<file path="src/sv/hevcau_pkg.sv">
// ----------------------------------------------------------------------------
// hevcau_pkg: shared types and constants of the HEVC Annex-B AU splitter
// Placement codes, NAL type limits and the descriptor passed from the
// start-code scanner to the AU placement stage.
// ----------------------------------------------------------------------------
package hevcau_pkg;

    // Default width of the internal byte offset counters
    localparam int OFFSET_BITS_DEF = 32;
    // Width of the offsets on the result ports
    localparam int OUT_W           = 32;
    // Width of the frame period register
    localparam int PERIOD_W        = 20;

    localparam logic [PERIOD_W-1:0] PERIOD_RESET = 20'd10000;
    localparam logic [7:0]          FILLER_BYTE  = 8'hFF;

    // NAL type limits
    localparam logic [5:0] VCL_MAX_KIND = 6'd31;
    localparam logic [5:0] IDR_KIND_LO  = 6'd16;
    localparam logic [5:0] IDR_KIND_HI  = 6'd23;

    // Where a closed NAL goes
    typedef enum logic [1:0] {
        PLACE_PREFIX = 2'd0,
        PLACE_NEW_AU = 2'd1,
        PLACE_CONT   = 2'd2,
        PLACE_DROP   = 2'd3
    } t_place;

    // Descriptor of a closed NAL (or a bare end marker)
    typedef struct packed {
        logic             has_nal;
        logic [OUT_W-1:0] nal_start;
        logic [OUT_W-1:0] payload_start;
        logic [OUT_W-1:0] nal_end;
        logic [5:0]       kind;
        logic             first_slice;
        logic             stream_end;
    } t_nal_evt;

endpackage

</file>
<file path="src/sv/hevcau_scan.sv">
// ----------------------------------------------------------------------------
// hevcau_scan: start-code scanner
// Tracks the byte offset and the last three bytes, finds 00 00 01 start
// codes, captures the NAL header bytes and reports each NAL as it closes.
// ----------------------------------------------------------------------------
module hevcau_scan #(
    parameter int OFFSET_BITS = hevcau_pkg::OFFSET_BITS_DEF
) (
    input  logic                  i_clk,
    input  logic                  i_rst_n,
    input  logic                  i_step,
    input  logic [7:0]            i_byte,
    input  logic                  i_last,
    output logic                  o_emit,
    output hevcau_pkg::t_nal_evt  o_evt
);
    import hevcau_pkg::*;

    logic [OFFSET_BITS-1:0] r_pos, n_pos;
    logic [7:0]             r_rb0, r_rb1, r_rb2, n_rb0, n_rb1, n_rb2;
    logic                   r_open, n_open;
    logic [OFFSET_BITS-1:0] r_start, n_start;
    logic [OFFSET_BITS-1:0] r_pay, n_pay;
    logic [7:0]             r_hf, r_ht, n_hf, n_ht;
    logic [1:0]             r_phase, n_phase;

    logic                   w_sc;
    logic [OFFSET_BITS-1:0] w_sc_off;
    logic [OFFSET_BITS-1:0] w_pos_inc;
    logic [7:0]             w_hf, w_ht;
    logic [1:0]             w_phase;

    // Header capture for the open NAL
    always_comb begin
        w_hf    = r_hf;
        w_ht    = r_ht;
        w_phase = r_phase;
        if (r_open && r_phase != 2'd3) begin
            if (r_phase == 2'd0) begin
                w_hf = i_byte;
            end else if (r_phase == 2'd2) begin
                w_ht = i_byte;
            end
            w_phase = r_phase + 2'd1;
        end
    end

    // Start code detection; a zero before it belongs to a 4-byte code
    assign w_sc      = (r_rb1 == 8'h00) && (r_rb0 == 8'h00) && (i_byte == 8'h01);
    assign w_sc_off  = (r_rb2 == 8'h00) ? r_pos - OFFSET_BITS'(3) : r_pos - OFFSET_BITS'(2);
    assign w_pos_inc = r_pos + OFFSET_BITS'(1);

    // Descriptor of the NAL closed by this byte
    always_comb begin
        o_emit = 1'b0;
        o_evt  = '0;
        if (w_sc && r_open) begin
            o_emit              = 1'b1;
            o_evt.has_nal       = 1'b1;
            o_evt.nal_start     = OUT_W'(r_start);
            o_evt.payload_start = OUT_W'(r_pay);
            o_evt.nal_end       = OUT_W'(w_sc_off);
            o_evt.kind          = w_hf[6:1];
            o_evt.first_slice   = w_ht[7];
            o_evt.stream_end    = i_last;
        end else if (i_last) begin
            o_emit           = 1'b1;
            o_evt.stream_end = 1'b1;
            if (w_sc) begin
                // empty NAL begun by a start code on the final byte
                o_evt.has_nal       = 1'b1;
                o_evt.nal_start     = OUT_W'(w_sc_off);
                o_evt.payload_start = OUT_W'(w_pos_inc);
                o_evt.nal_end       = OUT_W'(w_pos_inc);
            end else if (r_open) begin
                o_evt.has_nal       = 1'b1;
                o_evt.nal_start     = OUT_W'(r_start);
                o_evt.payload_start = OUT_W'(r_pay);
                o_evt.nal_end       = OUT_W'(w_pos_inc);
                o_evt.kind          = w_hf[6:1];
                o_evt.first_slice   = w_ht[7];
            end
        end
    end

    // Next stream state
    always_comb begin
        n_pos   = w_pos_inc;
        n_rb0   = i_byte;
        n_rb1   = r_rb0;
        n_rb2   = r_rb1;
        n_open  = r_open;
        n_start = r_start;
        n_pay   = r_pay;
        n_hf    = w_hf;
        n_ht    = w_ht;
        n_phase = w_phase;
        if (w_sc) begin
            n_open  = 1'b1;
            n_start = w_sc_off;
            n_pay   = w_pos_inc;
            n_hf    = 8'h00;
            n_ht    = 8'h00;
            n_phase = 2'd0;
        end
        if (i_last) begin
            n_pos   = '0;
            n_rb0   = FILLER_BYTE;
            n_rb1   = FILLER_BYTE;
            n_rb2   = FILLER_BYTE;
            n_open  = 1'b0;
            n_start = '0;
            n_pay   = '0;
            n_hf    = 8'h00;
            n_ht    = 8'h00;
            n_phase = 2'd0;
        end
    end

    // State registers
    always_ff @(posedge i_clk) begin
        if (!i_rst_n) begin
            r_pos   <= '0;
            r_rb0   <= FILLER_BYTE;
            r_rb1   <= FILLER_BYTE;
            r_rb2   <= FILLER_BYTE;
            r_open  <= 1'b0;
            r_start <= '0;
            r_pay   <= '0;
            r_hf    <= 8'h00;
            r_ht    <= 8'h00;
            r_phase <= 2'd0;
        end else if (i_step) begin
            r_pos   <= n_pos;
            r_rb0   <= n_rb0;
            r_rb1   <= n_rb1;
            r_rb2   <= n_rb2;
            r_open  <= n_open;
            r_start <= n_start;
            r_pay   <= n_pay;
            r_hf    <= n_hf;
            r_ht    <= n_ht;
            r_phase <= n_phase;
        end
    end

endmodule

</file>
<file path="src/sv/hevcau_place.sv">
// ----------------------------------------------------------------------------
// hevcau_place: AU placement and result register
// Places each closed NAL in an access unit, keeps the AU count, works out
// the pts and holds the finished result until the output takes it.
// ----------------------------------------------------------------------------
module hevcau_place (
    input  logic                              i_clk,
    input  logic                              i_rst_n,
    input  logic                              i_load,
    input  hevcau_pkg::t_nal_evt              i_evt,
    input  logic [hevcau_pkg::PERIOD_W-1:0]   i_period,
    input  logic                              i_ready,
    output logic                              o_slot_free,
    output logic                              o_valid,
    output logic                              o_has_nal,
    output logic [31:0]                       o_nal_start,
    output logic [31:0]                       o_payload_start,
    output logic [31:0]                       o_nal_end,
    output logic [5:0]                        o_nal_kind,
    output logic [1:0]                        o_placement,
    output logic [31:0]                       o_au_number,
    output logic                              o_idr,
    output logic [31:0]                       o_pts,
    output logic                              o_stream_end
);
    import hevcau_pkg::*;

    localparam int PROD_W = 32 + PERIOD_W;

    logic        r_valid;
    logic [31:0] r_au_count, n_au_count;
    logic        r_au_any, n_au_any;

    logic        r_has_nal, n_has_nal;
    logic [31:0] r_nal_start, r_payload_start, r_nal_end;
    logic [5:0]  r_kind, n_kind;
    t_place      r_place, n_place;
    logic [31:0] r_au_number, n_au_number;
    logic        r_idr, n_idr;
    logic [31:0] r_pts, n_pts;
    logic        r_stream_end;

    logic [PROD_W-1:0] w_prod;

    assign w_prod = PROD_W'(r_au_count) * PROD_W'(i_period);

    // Placement of the closed NAL
    always_comb begin
        n_has_nal   = i_evt.has_nal;
        n_kind      = i_evt.kind;
        n_place     = PLACE_PREFIX;
        n_au_number = 32'd0;
        n_idr       = 1'b0;
        n_pts       = 32'd0;
        n_au_count  = r_au_count;
        n_au_any    = r_au_any;
        if (i_evt.has_nal) begin
            if (i_evt.kind > VCL_MAX_KIND) begin
                n_place     = PLACE_PREFIX;
                n_au_number = r_au_count;
            end else if (i_evt.first_slice) begin
                n_place     = PLACE_NEW_AU;
                n_au_number = r_au_count;
                n_idr       = (i_evt.kind >= IDR_KIND_LO) && (i_evt.kind <= IDR_KIND_HI);
                n_pts       = w_prod[31:0];
                n_au_count  = r_au_count + 32'd1;
                n_au_any    = 1'b1;
            end else if (!r_au_any) begin
                n_place = PLACE_DROP;
            end else begin
                n_place     = PLACE_CONT;
                n_au_number = r_au_count - 32'd1;
            end
        end
        // end of stream returns the AU state to reset
        if (i_evt.stream_end) begin
            n_au_count = 32'd0;
            n_au_any   = 1'b0;
        end
    end

    assign o_slot_free = !r_valid || i_ready;

    // Control: result valid and AU state
    always_ff @(posedge i_clk) begin
        if (!i_rst_n) begin
            r_valid    <= 1'b0;
            r_au_count <= 32'd0;
            r_au_any   <= 1'b0;
        end else begin
            if (i_load) begin
                r_valid    <= 1'b1;
                r_au_count <= n_au_count;
                r_au_any   <= n_au_any;
            end else if (i_ready) begin
                r_valid <= 1'b0;
            end
        end
    end

    // Result payload
    always_ff @(posedge i_clk) begin
        if (i_load) begin
            r_has_nal       <= n_has_nal;
            r_nal_start     <= i_evt.nal_start;
            r_payload_start <= i_evt.payload_start;
            r_nal_end       <= i_evt.nal_end;
            r_kind          <= n_kind;
            r_place         <= n_place;
            r_au_number     <= n_au_number;
            r_idr           <= n_idr;
            r_pts           <= n_pts;
            r_stream_end    <= i_evt.stream_end;
        end
    end

    assign o_valid         = r_valid;
    assign o_has_nal       = r_has_nal;
    assign o_nal_start     = r_nal_start;
    assign o_payload_start = r_payload_start;
    assign o_nal_end       = r_nal_end;
    assign o_nal_kind      = r_kind;
    assign o_placement     = r_place;
    assign o_au_number     = r_au_number;
    assign o_idr           = r_idr;
    assign o_pts           = r_pts;
    assign o_stream_end    = r_stream_end;

endmodule

</file>
<file path="src/sv/hevc_annexb_au_splitter.sv">
// ----------------------------------------------------------------------------
// hevc_annexb_au_splitter: H.265 Annex-B NAL unit and access unit splitter
// Input register, start-code scanner and AU placement with result register.
// ----------------------------------------------------------------------------
// The block takes one stream byte per cycle while input is not held back.
// Each byte is held in an input register, passes through the start-code
// compare, the header capture and the AU placement logic (with its 32 x 20
// bit pts multiplier) and, when it closes a NAL or ends the stream, leaves
// a descriptor in the result register. A byte that closes nothing produces
// no transaction. Input is held back only while a finished descriptor
// waits in the result register, is not taken, and the next byte would
// produce another one. The frame period register should be written
// while no byte is in flight.
// ----------------------------------------------------------------------------
module hevc_annexb_au_splitter #(
    parameter int OFFSET_BITS = hevcau_pkg::OFFSET_BITS_DEF
) (
    input  logic                              i_clk,
    input  logic                              i_rst_n,
    // configuration
    input  logic                              i_cfg_wr_en,
    input  logic [hevcau_pkg::PERIOD_W-1:0]   i_cfg_wr_data,
    // byte input
    input  logic                              i_valid,
    output logic                              o_ready,
    input  logic [7:0]                        i_data_byte,
    input  logic                              i_last,
    // descriptor output
    output logic                              o_valid,
    input  logic                              i_ready,
    output logic                              o_has_nal,
    output logic [31:0]                       o_nal_start,
    output logic [31:0]                       o_payload_start,
    output logic [31:0]                       o_nal_end,
    output logic [5:0]                        o_nal_kind,
    output logic [1:0]                        o_placement,
    output logic [31:0]                       o_au_number,
    output logic                              o_idr,
    output logic [31:0]                       o_pts,
    output logic                              o_stream_end
);
    import hevcau_pkg::*;

    logic [PERIOD_W-1:0] r_frame_period;
    logic                r_in_valid;
    logic [7:0]          r_in_byte;
    logic                r_in_last;

    logic                w_emit;
    logic                w_slot_free;
    logic                w_advance;
    t_nal_evt            w_evt;

    // Frame period register
    always_ff @(posedge i_clk) begin
        if (!i_rst_n) begin
            r_frame_period <= PERIOD_RESET;
        end else if (i_cfg_wr_en) begin
            r_frame_period <= i_cfg_wr_data;
        end
    end

    // Flow control: the held byte moves on unless its result would find
    // the result register still full
    assign w_advance = r_in_valid && (!w_emit || w_slot_free);
    assign o_ready   = !r_in_valid || w_advance;

    // Input register
    always_ff @(posedge i_clk) begin
        if (!i_rst_n) begin
            r_in_valid <= 1'b0;
        end else if (o_ready) begin
            r_in_valid <= i_valid;
        end
    end

    always_ff @(posedge i_clk) begin
        if (o_ready && i_valid) begin
            r_in_byte <= i_data_byte;
            r_in_last <= i_last;
        end
    end

    hevcau_scan #(
        .OFFSET_BITS (OFFSET_BITS)
    ) u_scan (
        .i_clk   (i_clk),
        .i_rst_n (i_rst_n),
        .i_step  (w_advance),
        .i_byte  (r_in_byte),
        .i_last  (r_in_last),
        .o_emit  (w_emit),
        .o_evt   (w_evt)
    );

    hevcau_place u_place (
        .i_clk           (i_clk),
        .i_rst_n         (i_rst_n),
        .i_load          (w_advance && w_emit),
        .i_evt           (w_evt),
        .i_period        (r_frame_period),
        .i_ready         (i_ready),
        .o_slot_free     (w_slot_free),
        .o_valid         (o_valid),
        .o_has_nal       (o_has_nal),
        .o_nal_start     (o_nal_start),
        .o_payload_start (o_payload_start),
        .o_nal_end       (o_nal_end),
        .o_nal_kind      (o_nal_kind),
        .o_placement     (o_placement),
        .o_au_number     (o_au_number),
        .o_idr           (o_idr),
        .o_pts           (o_pts),
        .o_stream_end    (o_stream_end)
    );

    // Assertions

    // the final byte of a stream always closes with a transaction
    a_last_emits: assert property (@(posedge i_clk) disable iff (!i_rst_n)
        (w_advance && r_in_last) |-> w_emit)
        else $error("final byte produced no descriptor");

    // a loaded result is valid in the next cycle
    a_load_valid: assert property (@(posedge i_clk) disable iff (!i_rst_n)
        (w_advance && w_emit) |=> o_valid)
        else $error("descriptor lost on load");

    // dropped NALs carry no AU number, idr or pts
    a_drop_fields: assert property (@(posedge i_clk) disable iff (!i_rst_n)
        (o_valid && o_has_nal && (o_placement == PLACE_DROP)) |->
        (o_au_number == 32'd0) && !o_idr && (o_pts == 32'd0))
        else $error("dropped NAL with AU fields set");

    // idr only on a new AU
    a_idr_new_au: assert property (@(posedge i_clk) disable iff (!i_rst_n)
        (o_valid && o_idr) |-> (o_has_nal && (o_placement == PLACE_NEW_AU)))
        else $error("idr outside an AU start");

    // a bare end marker carries only the end flag
    a_bare_marker: assert property (@(posedge i_clk) disable iff (!i_rst_n)
        (o_valid && !o_has_nal) |-> (o_stream_end && (o_nal_start == 32'd0)
        && (o_payload_start == 32'd0) && (o_nal_end == 32'd0)
        && (o_nal_kind == 6'd0) && (o_placement == PLACE_PREFIX)
        && (o_au_number == 32'd0) && !o_idr && (o_pts == 32'd0)))
        else $error("bare end marker with fields set");

endmodule
</file>
<file path="config.mk">
export PLATFORM = sky130hd
export DESIGN_NAME = hevc_annexb_au_splitter
export DESIGN_NICKNAME = d
export VERILOG_FILES = /design/src/sv/hevcau_pkg.sv /design/src/sv/hevcau_scan.sv /design/src/sv/hevcau_place.sv /design/src/sv/hevc_annexb_au_splitter.sv
export SDC_FILE = /design/constraint.sdc
export NUM_CORES = 2
export LEC_CHECK = 0
export ABC_AREA = 1
export ABC_CLOCK_PERIOD_IN_PS = 19600
export BUFFER_PORTS_ARGS = -buffer_cell sky130_fd_sc_hd__clkbuf_2
export CAP_MARGIN = 15
export CORE_MARGIN = 2
export CORE_UTILIZATION = 40
export CTS_CLUSTER_DIAMETER = 150
export DETAILED_ROUTE_END_ITERATION = 8
export GPL_TIMING_DRIVEN = 0
export HOLD_SLACK_MARGIN = 0.02
export PLACE_DENSITY_LB_ADDON = 0.05
export SYNTH_ARGS = -nofsm -noshare
export SYNTH_HDL_FRONTEND = slang
export SYNTH_SLANG_ARGS = --single-unit
</file>
<file path="constraint.sdc">
create_clock -name i_clk -period 19.6 [get_ports i_clk]
set_clock_uncertainty 0.15 [all_clocks]
set_input_delay 1.96 -clock i_clk [delete_from_list [all_inputs] [get_ports i_clk]]
set_output_delay 1.96 -clock i_clk [all_outputs]
set_load 0.03 [all_outputs]
</file>
Word level (Yosys, flattened, before mapping) --
Cells that the tools add are included. Widths: inputs -> output; s select.
Word-level totals: bits in registers 365, memory bits (writable) 0, word-level logic and storage cells 118, memories 0, output and inout port bits 173, latch bits 0, memory bits (read-only) 0, input port bits 34
Operators by class: add/sub/neg operators 6, $lt $le $gt $ge 3, multiply operators 1, divide/modulo/power cells 0, shift operators 0, reductions and logical operators 29, bitwise operators 2, eq/ne operators 4, mux-type cells 45
Operator list (number):
- $mux 32 | 13
- $mux 105 | 2
- $mux 104 | 1
- $mux 97 | 1
- $add 32x1->32 const B | 2
- $mux 8 | 8
- $sub 32x2->32 const B | 2
- $mux 7 | 5
- $mul 32x20->32 | 1
- $sub 32x1->32 const B | 1
- $logic_not 8->1 | 3
- $mux 1 | 12
- $eq 8x1->1 const B | 1
- $logic_and 1x1->1 | 8
- $reduce_bool 2->1 | 4
- $ge 6x5->1 const B | 1
- $gt 6x5->1 const B | 1
- $le 6x5->1 const B | 1
- $mux 2 | 3
- $reduce_or 3->1 | 2
- $reduce_and 2->1 | 2
- $reduce_and 4->1 | 1
- $logic_not 1->1 | 3
- $logic_or 1x1->1 | 3
- other kinds (8) | 9

Logic depth before layout (Yosys ltp) --
depth in word-level cells 12, depth in mapped cells 34, mapped depth without buffers 31

Cells and area by module --
A second synthesis with hierarchy kept.
Second synthesis, totals: cell total of the unflattened synthesis 4210, area total of the unflattened synthesis 32284.7 um^2
Modules (own cells, without submodules):
- hevcau_place | cells an instance 2677, area an instance 22696.8 um^2, instances 1
- hevcau_scan | cells an instance 1426, area an instance 8518.2 um^2, instances 1
- hevc_annexb_au_splitter | cells an instance 107, area an instance 1069.8 um^2, instances 1

Worst setup path after synthesis --
Ideal clock, no wire load.
kind reg-to-reg, from register u_place.r_au_count[14], to register u_place.r_pts[27] (netlist: u_place.o_pts[27]) (data pin), required time 19304 ps, arrival 6250 ps, path slack 13054 ps, library setup time 146 ps, cell stages (with the launch flop) 25, path through dfxtp_1 > clkbuf_1 > clkbuf_1 > buf_1 > nand2_1 > fa_1 > fa_1 > fa_1 > inv_1 > fa_1 > fa_1 > fa_1 > inv_1 > fa_1 > inv_1 > ha_1 > nand2_1 > nor3_1 > nand4_1 > nand3_1 > nand2_1 > nand2_1 > nand2_1 > a21o_1 > a21oi_1
On the way: cells in the longest elaborated chain, start to end 1
RTL lines:
- start: declaration | line hevcau_place.sv:31 | logic [31:0] r_au_count, n_au_count;
- start signal: assignment | line hevcau_place.sv:93 | r_au_count <= n_au_count;
- $mul 32x20->32 | line hevcau_place.sv:45 | assign w_prod = PROD_W'(r_au_count) * PROD_W'(i_period);
- end signal: assignment | line hevcau_place.sv:112 | r_pts <= n_pts;
- end: declaration | line hevcau_place.sv:40 | logic [31:0] r_pts, n_pts;
Every way passes these cells. A chain may end at the register's enable or synchronous reset.

Worst setup path after layout --
Same ends and word-level chain as after synthesis.

==> flow_metrics.env <==
export IMPL_totalWireLength_um=118700
export IMPL_wire_length_of_the_first_global_routing_pass_um=176500
export IMPL_hold_path_class="register to register"
export IMPL_rsz_0062_raised_after_global_routing="false"
export IMPL_power_density_cell_area_nw_per_um2=51.31
export IMPL_postSynthNetCount=4607
export IMPL_route_detailed_vias_per_inst=5.056
export IMPL_max_cap_violations=0
export IMPL_syn_avg_cell_area_um2=7.738
export IMPL_finalMaxSlewViolations=0
export IMPL_cts_hold_buffers=0
export IMPL_arrival_ns=8.98
export IMPL_dr_pass1_iters=8
export IMPL_synth_simple_area_share_pct=21.31
export IMPL_yosysWarnings=0
export IMPL_final_period_utilization_pct=44.43
export IMPL_die_area_um2=82170
export IMPL_hpwlAfterDp_um=96200
export IMPL_die_height_um=286.7
export IMPL_coreArea_um2=79000
export IMPL_worst_hold_startpoint="u_scan.r_hf[3]"
export IMPL_synth_top_area_share_pct=22.11
export IMPL_post_synth_instance_area_um2=31960
export IMPL_irDropWorstVdd_uv=60.00
export IMPL_first_global_vias=27380
export IMPL_worst_path_dominant_cell_family="adder cells"
export IMPL_grt_max_degree=117
export IMPL_synth_enable_flop_cells=180
export IMPL_timing_critical_path_cells="clkbuf_1 > clkbuf_1 > buf_1 > nand2_1 > fa_1 > fa_1 > fa_1 > inv_1 > fa_1 > fa_1 > fa_1 > inv_1 > fa_1 > inv_1 > ha_1 > nand2_1 > nor3_1 > nand4_1 > nand3_1 > nand2_1 > nand2_1 > nand2_1 > a21o_1 > a21oi_1"
export IMPL_final_nets=4860
export IMPL_cts_tree="built"
export IMPL_post_synth_num_cell_types=57
export IMPL_synth_largest_area_cell="fa_1"
export IMPL_cts_setup_buffers=0
export IMPL_leak_pwr_nw=17.53
export IMPL_ff2ff_path_depth=24
export IMPL_layout_filler_cells=8157
export IMPL_place_gp_congestion=0.9559
export IMPL_max_slew_headroom_at_the_worst_pin_pct=22.25
export IMPL_clockRootBuffer="clkbuf_16"
export IMPL_outcome="finished clean"
export IMPL_cts_htree_levels=2
export IMPL_synth_xor_xnor_area_share_pct=2.713
export IMPL_synthesis_instances=4130
export IMPL_synth_ff_latch_count=365
export IMPL_cts_resized=0
export IMPL_worstPathRequired_ns=19.88
export IMPL_areaGrowthSynthToFinish_pct=11.99
export IMPL_grt_antenna_before_repair=4
export IMPL_design_power_total_mw=1.836
export IMPL_muxShareOfSynthArea_pct=0.03132
export IMPL_synth_fa_ha_area_share_pct=25.64
export IMPL_numPortBuffers=206
export IMPL_clock_fmax_mhz=114.8
export IMPL_synth_yosys_seq_area_share_pct=28.50
export IMPL_min_period_ns=8.708
export IMPL_dr_total_vias=27650
export IMPL_all_layer_gr_usage_pct=29.07
export IMPL_timing_setup_critical_path_class="register to register"
export IMPL_floorplan_die_width_um=286.7
export IMPL_route_detailed_drc=0
export IMPL_tightest_slew_ns=1.166
export IMPL_tritoncts_num_buffers=44
export IMPL_r2r_start="u_place.r_au_count[14]"
export IMPL_synthTopCellsByArea="fa_1 (22%), edfxtp_1 (17%), nand2_1 (12%)"
export IMPL_max_clock_path_buffers=3
export IMPL_postSynth_topFlopCell="dfxtp_1"
export IMPL_most_common_library_cell_in_the_layout_ignoring_fill_and_taps="nand2_1"
export IMPL_clock_sink_count=365
export IMPL_final_layout_size_suffix_gt1_share_pct=9.074
export IMPL_inserted_diodes=0
export IMPL_cts_reportedPaths_clkPinSlew_ns=0.06
export IMPL_ys_async_sr_fraction_pct=0
export IMPL_drt_antenna_violating_nets=0
export IMPL_cp_slowest_stage_delay_ns=0.73
export IMPL_report_final_setup_viol=0
export IMPL_boundaryPins=207
export IMPL_critPathMostFrequentCell="fa_1"
export IMPL_synth_compound_gate_area_share_pct=8.073
export IMPL_worst_path_max_delay_cell="clkbuf_1"
export IMPL_layout_common_cells="nand2_1 (998), inv_1 (892), fa_1 (353), nor2_1 (286), clkbuf_2 (207)"
export IMPL_crit_path_end_kind="register"
export IMPL_critPathMaxFanout=10
export IMPL_worst_path_buf_inv=6
export IMPL_min_path_cells=2
export IMPL_worst_setup_path_startpoint="u_place.r_au_count[14]"
export IMPL_grt_overflow=0
export IMPL_final_cell_area_um2=35790
export IMPL_report_final_hold_viol_count=0
export IMPL_worstSkewPairLatency_ns=0.61
export IMPL_main_combinational_cell_family_by_area_after_synthesis="adder cells"
export IMPL_post_drt_wl_per_cell_um=21.71
export IMPL_fin_setup_tns_ns=0
export IMPL_place_area_um2=34340
export IMPL_critical_path_cell_count=24
export IMPL_crit_path_start_kind="register"
export IMPL_std_cell_rows=103
export IMPL_floorplan_initialDensity_pct=40.45
export IMPL_drt_iter0_drc=2397
==> layer usage <==
metal / wire length, µm / vias up / track usage [%] / part of all wire, %
met5: 13 / - / 0 / 0.011
met2: 55480 / 952 / 48.16 / 47
met3: 8374 / 200 / 4.269 / 7.1
li1: - / 13090 / - / -
met1: 50650 / 13410 / 39.05 / 43
met4: 4189 / 2 / 9.516 / 3.5
==> worst paths after layout <==
path / end / slack, ns
worst min register to register: u_scan.r_hf[3] / 0.30
worst max register to register: u_place.o_pts[27] / 10.89
worst max-delay path: u_place.o_pts[27] / 10.89
worst min-delay path: u_scan.r_hf[3] / 0.30
==> per-stage QoR <==
stage / std cells / hold slack, ns / setup slack [ns] / utilization, %
finish: 5469 / 0.3040 / 10.89 / 45.30
global route: 5469 / 0.3305 / 10.60 / 45.30
CTS: 5469 / 0.3077 / 10.88 / 45.30
detailed placement: 5387 / 0.2954 / 10.85 / 43.47
global placement: 5386 / 0.2894 / 10.88 / 43.42
floorplan: 4130 / 0.2744 / 13.05 / -
==> worst reg2reg max path, stage by stage, from the launching register on <==
cell and delay, ns:
dfxtp_1 0.30, clkbuf_1 0.59, clkbuf_1 0.73, buf_1 0.73
nand2_1 0.20, fa_1 0.55, fa_1 0.48, fa_1 0.54
inv_1 0.05, fa_1 0.57, fa_1 0.44, fa_1 0.49
inv_1 0.05, fa_1 0.54, inv_1 0.06, ha_1 0.41
nand2_1 0.16, nor3_1 0.47, nand4_1 0.22, nand3_1 0.23
nand2_1 0.10, nand2_1 0.09, nand2_1 0.07, a21o_1 0.15
a21oi_1 0.17
==> power breakdown <==
group          total (mW)  switching (mW)  internal [mW]
Combinational       0.179           0.141         0.0377
Sequential          0.826          0.0110          0.815
Clock               0.832           0.356          0.476
Total                1.84           0.508           1.33
==> synth_stat cells (3+ instances only) <==
cell,n
buf_4,8
buf_2,35
a21oi_2,6
nand2_4,6
o211ai_1,11
inv_1,892
a21boi_0,3
ha_1,90
edfxtp_1,180
a21o_1,10
a21oi_1,161
nand3_1,148
nand2_1,998
xor2_1,95
dfxtp_1,185
inv_2,7
buf_6,6
o31ai_1,6
buf_1,35
nor3_2,3
a211oi_1,4
nor2_2,7
nor2_4,5
o21ai_0,178
nand4_1,51
nand3_2,4
o21bai_1,6
nor4_1,14
clkbuf_1,146
o22ai_1,30
nand3b_1,6
fa_1,353
o21ai_1,12
nor2_1,286
xnor2_1,4
clkinv_1,7
o32ai_1,12
nor3_1,60
or2_2,19
a22oi_1,8
nand2_2,12
==> sequential cells by signal (all words and copies together) (netlist names), 6 cells and up <==
register                 cells
u_place.o_au_number         32
u_place.o_nal_end           32
u_place.o_nal_start         32
u_place.o_payload_start     32
u_place.o_pts               32
u_place.r_au_count          32
u_scan.r_pay                32
u_scan.r_pos                32
u_scan.r_start              32
r_frame_period              20
r_in_byte                    8
u_scan.r_rb0                 8
u_scan.r_rb1                 8
u_scan.r_rb2                 8
u_place.o_nal_kind           6
u_scan.r_hf                  6
==> kinds of logic (layout without fill, tap and decap cells) <==
kind of cell,count (synthesis),after routing
buffers and inverters,1137,1426
adder cells (fa/ha/maj),443,443
AND/OR/NAND/NOR,1626,1626
flip-flops,365,365
XOR/XNOR,99,99
AO/OA/AOI/OAI,459,459
multiplexers,1,1
==> final cells by class <==
type                    count  area (µm²)  share of cell area [%]
clock inverters            24       245.2                  0.6852
repair buffers            207        1059                   2.958
plain buffers             231       997.2                   2.786
inverters                 906        3401                   9.502
multi-input cells        2628       18460                   51.58
flip-flops and latches    365        9109                   25.45
well taps                1050        1314                   3.671
clock buffers              58        1204                   3.363
No activity file was read; power rests on OpenSTA's default activity.
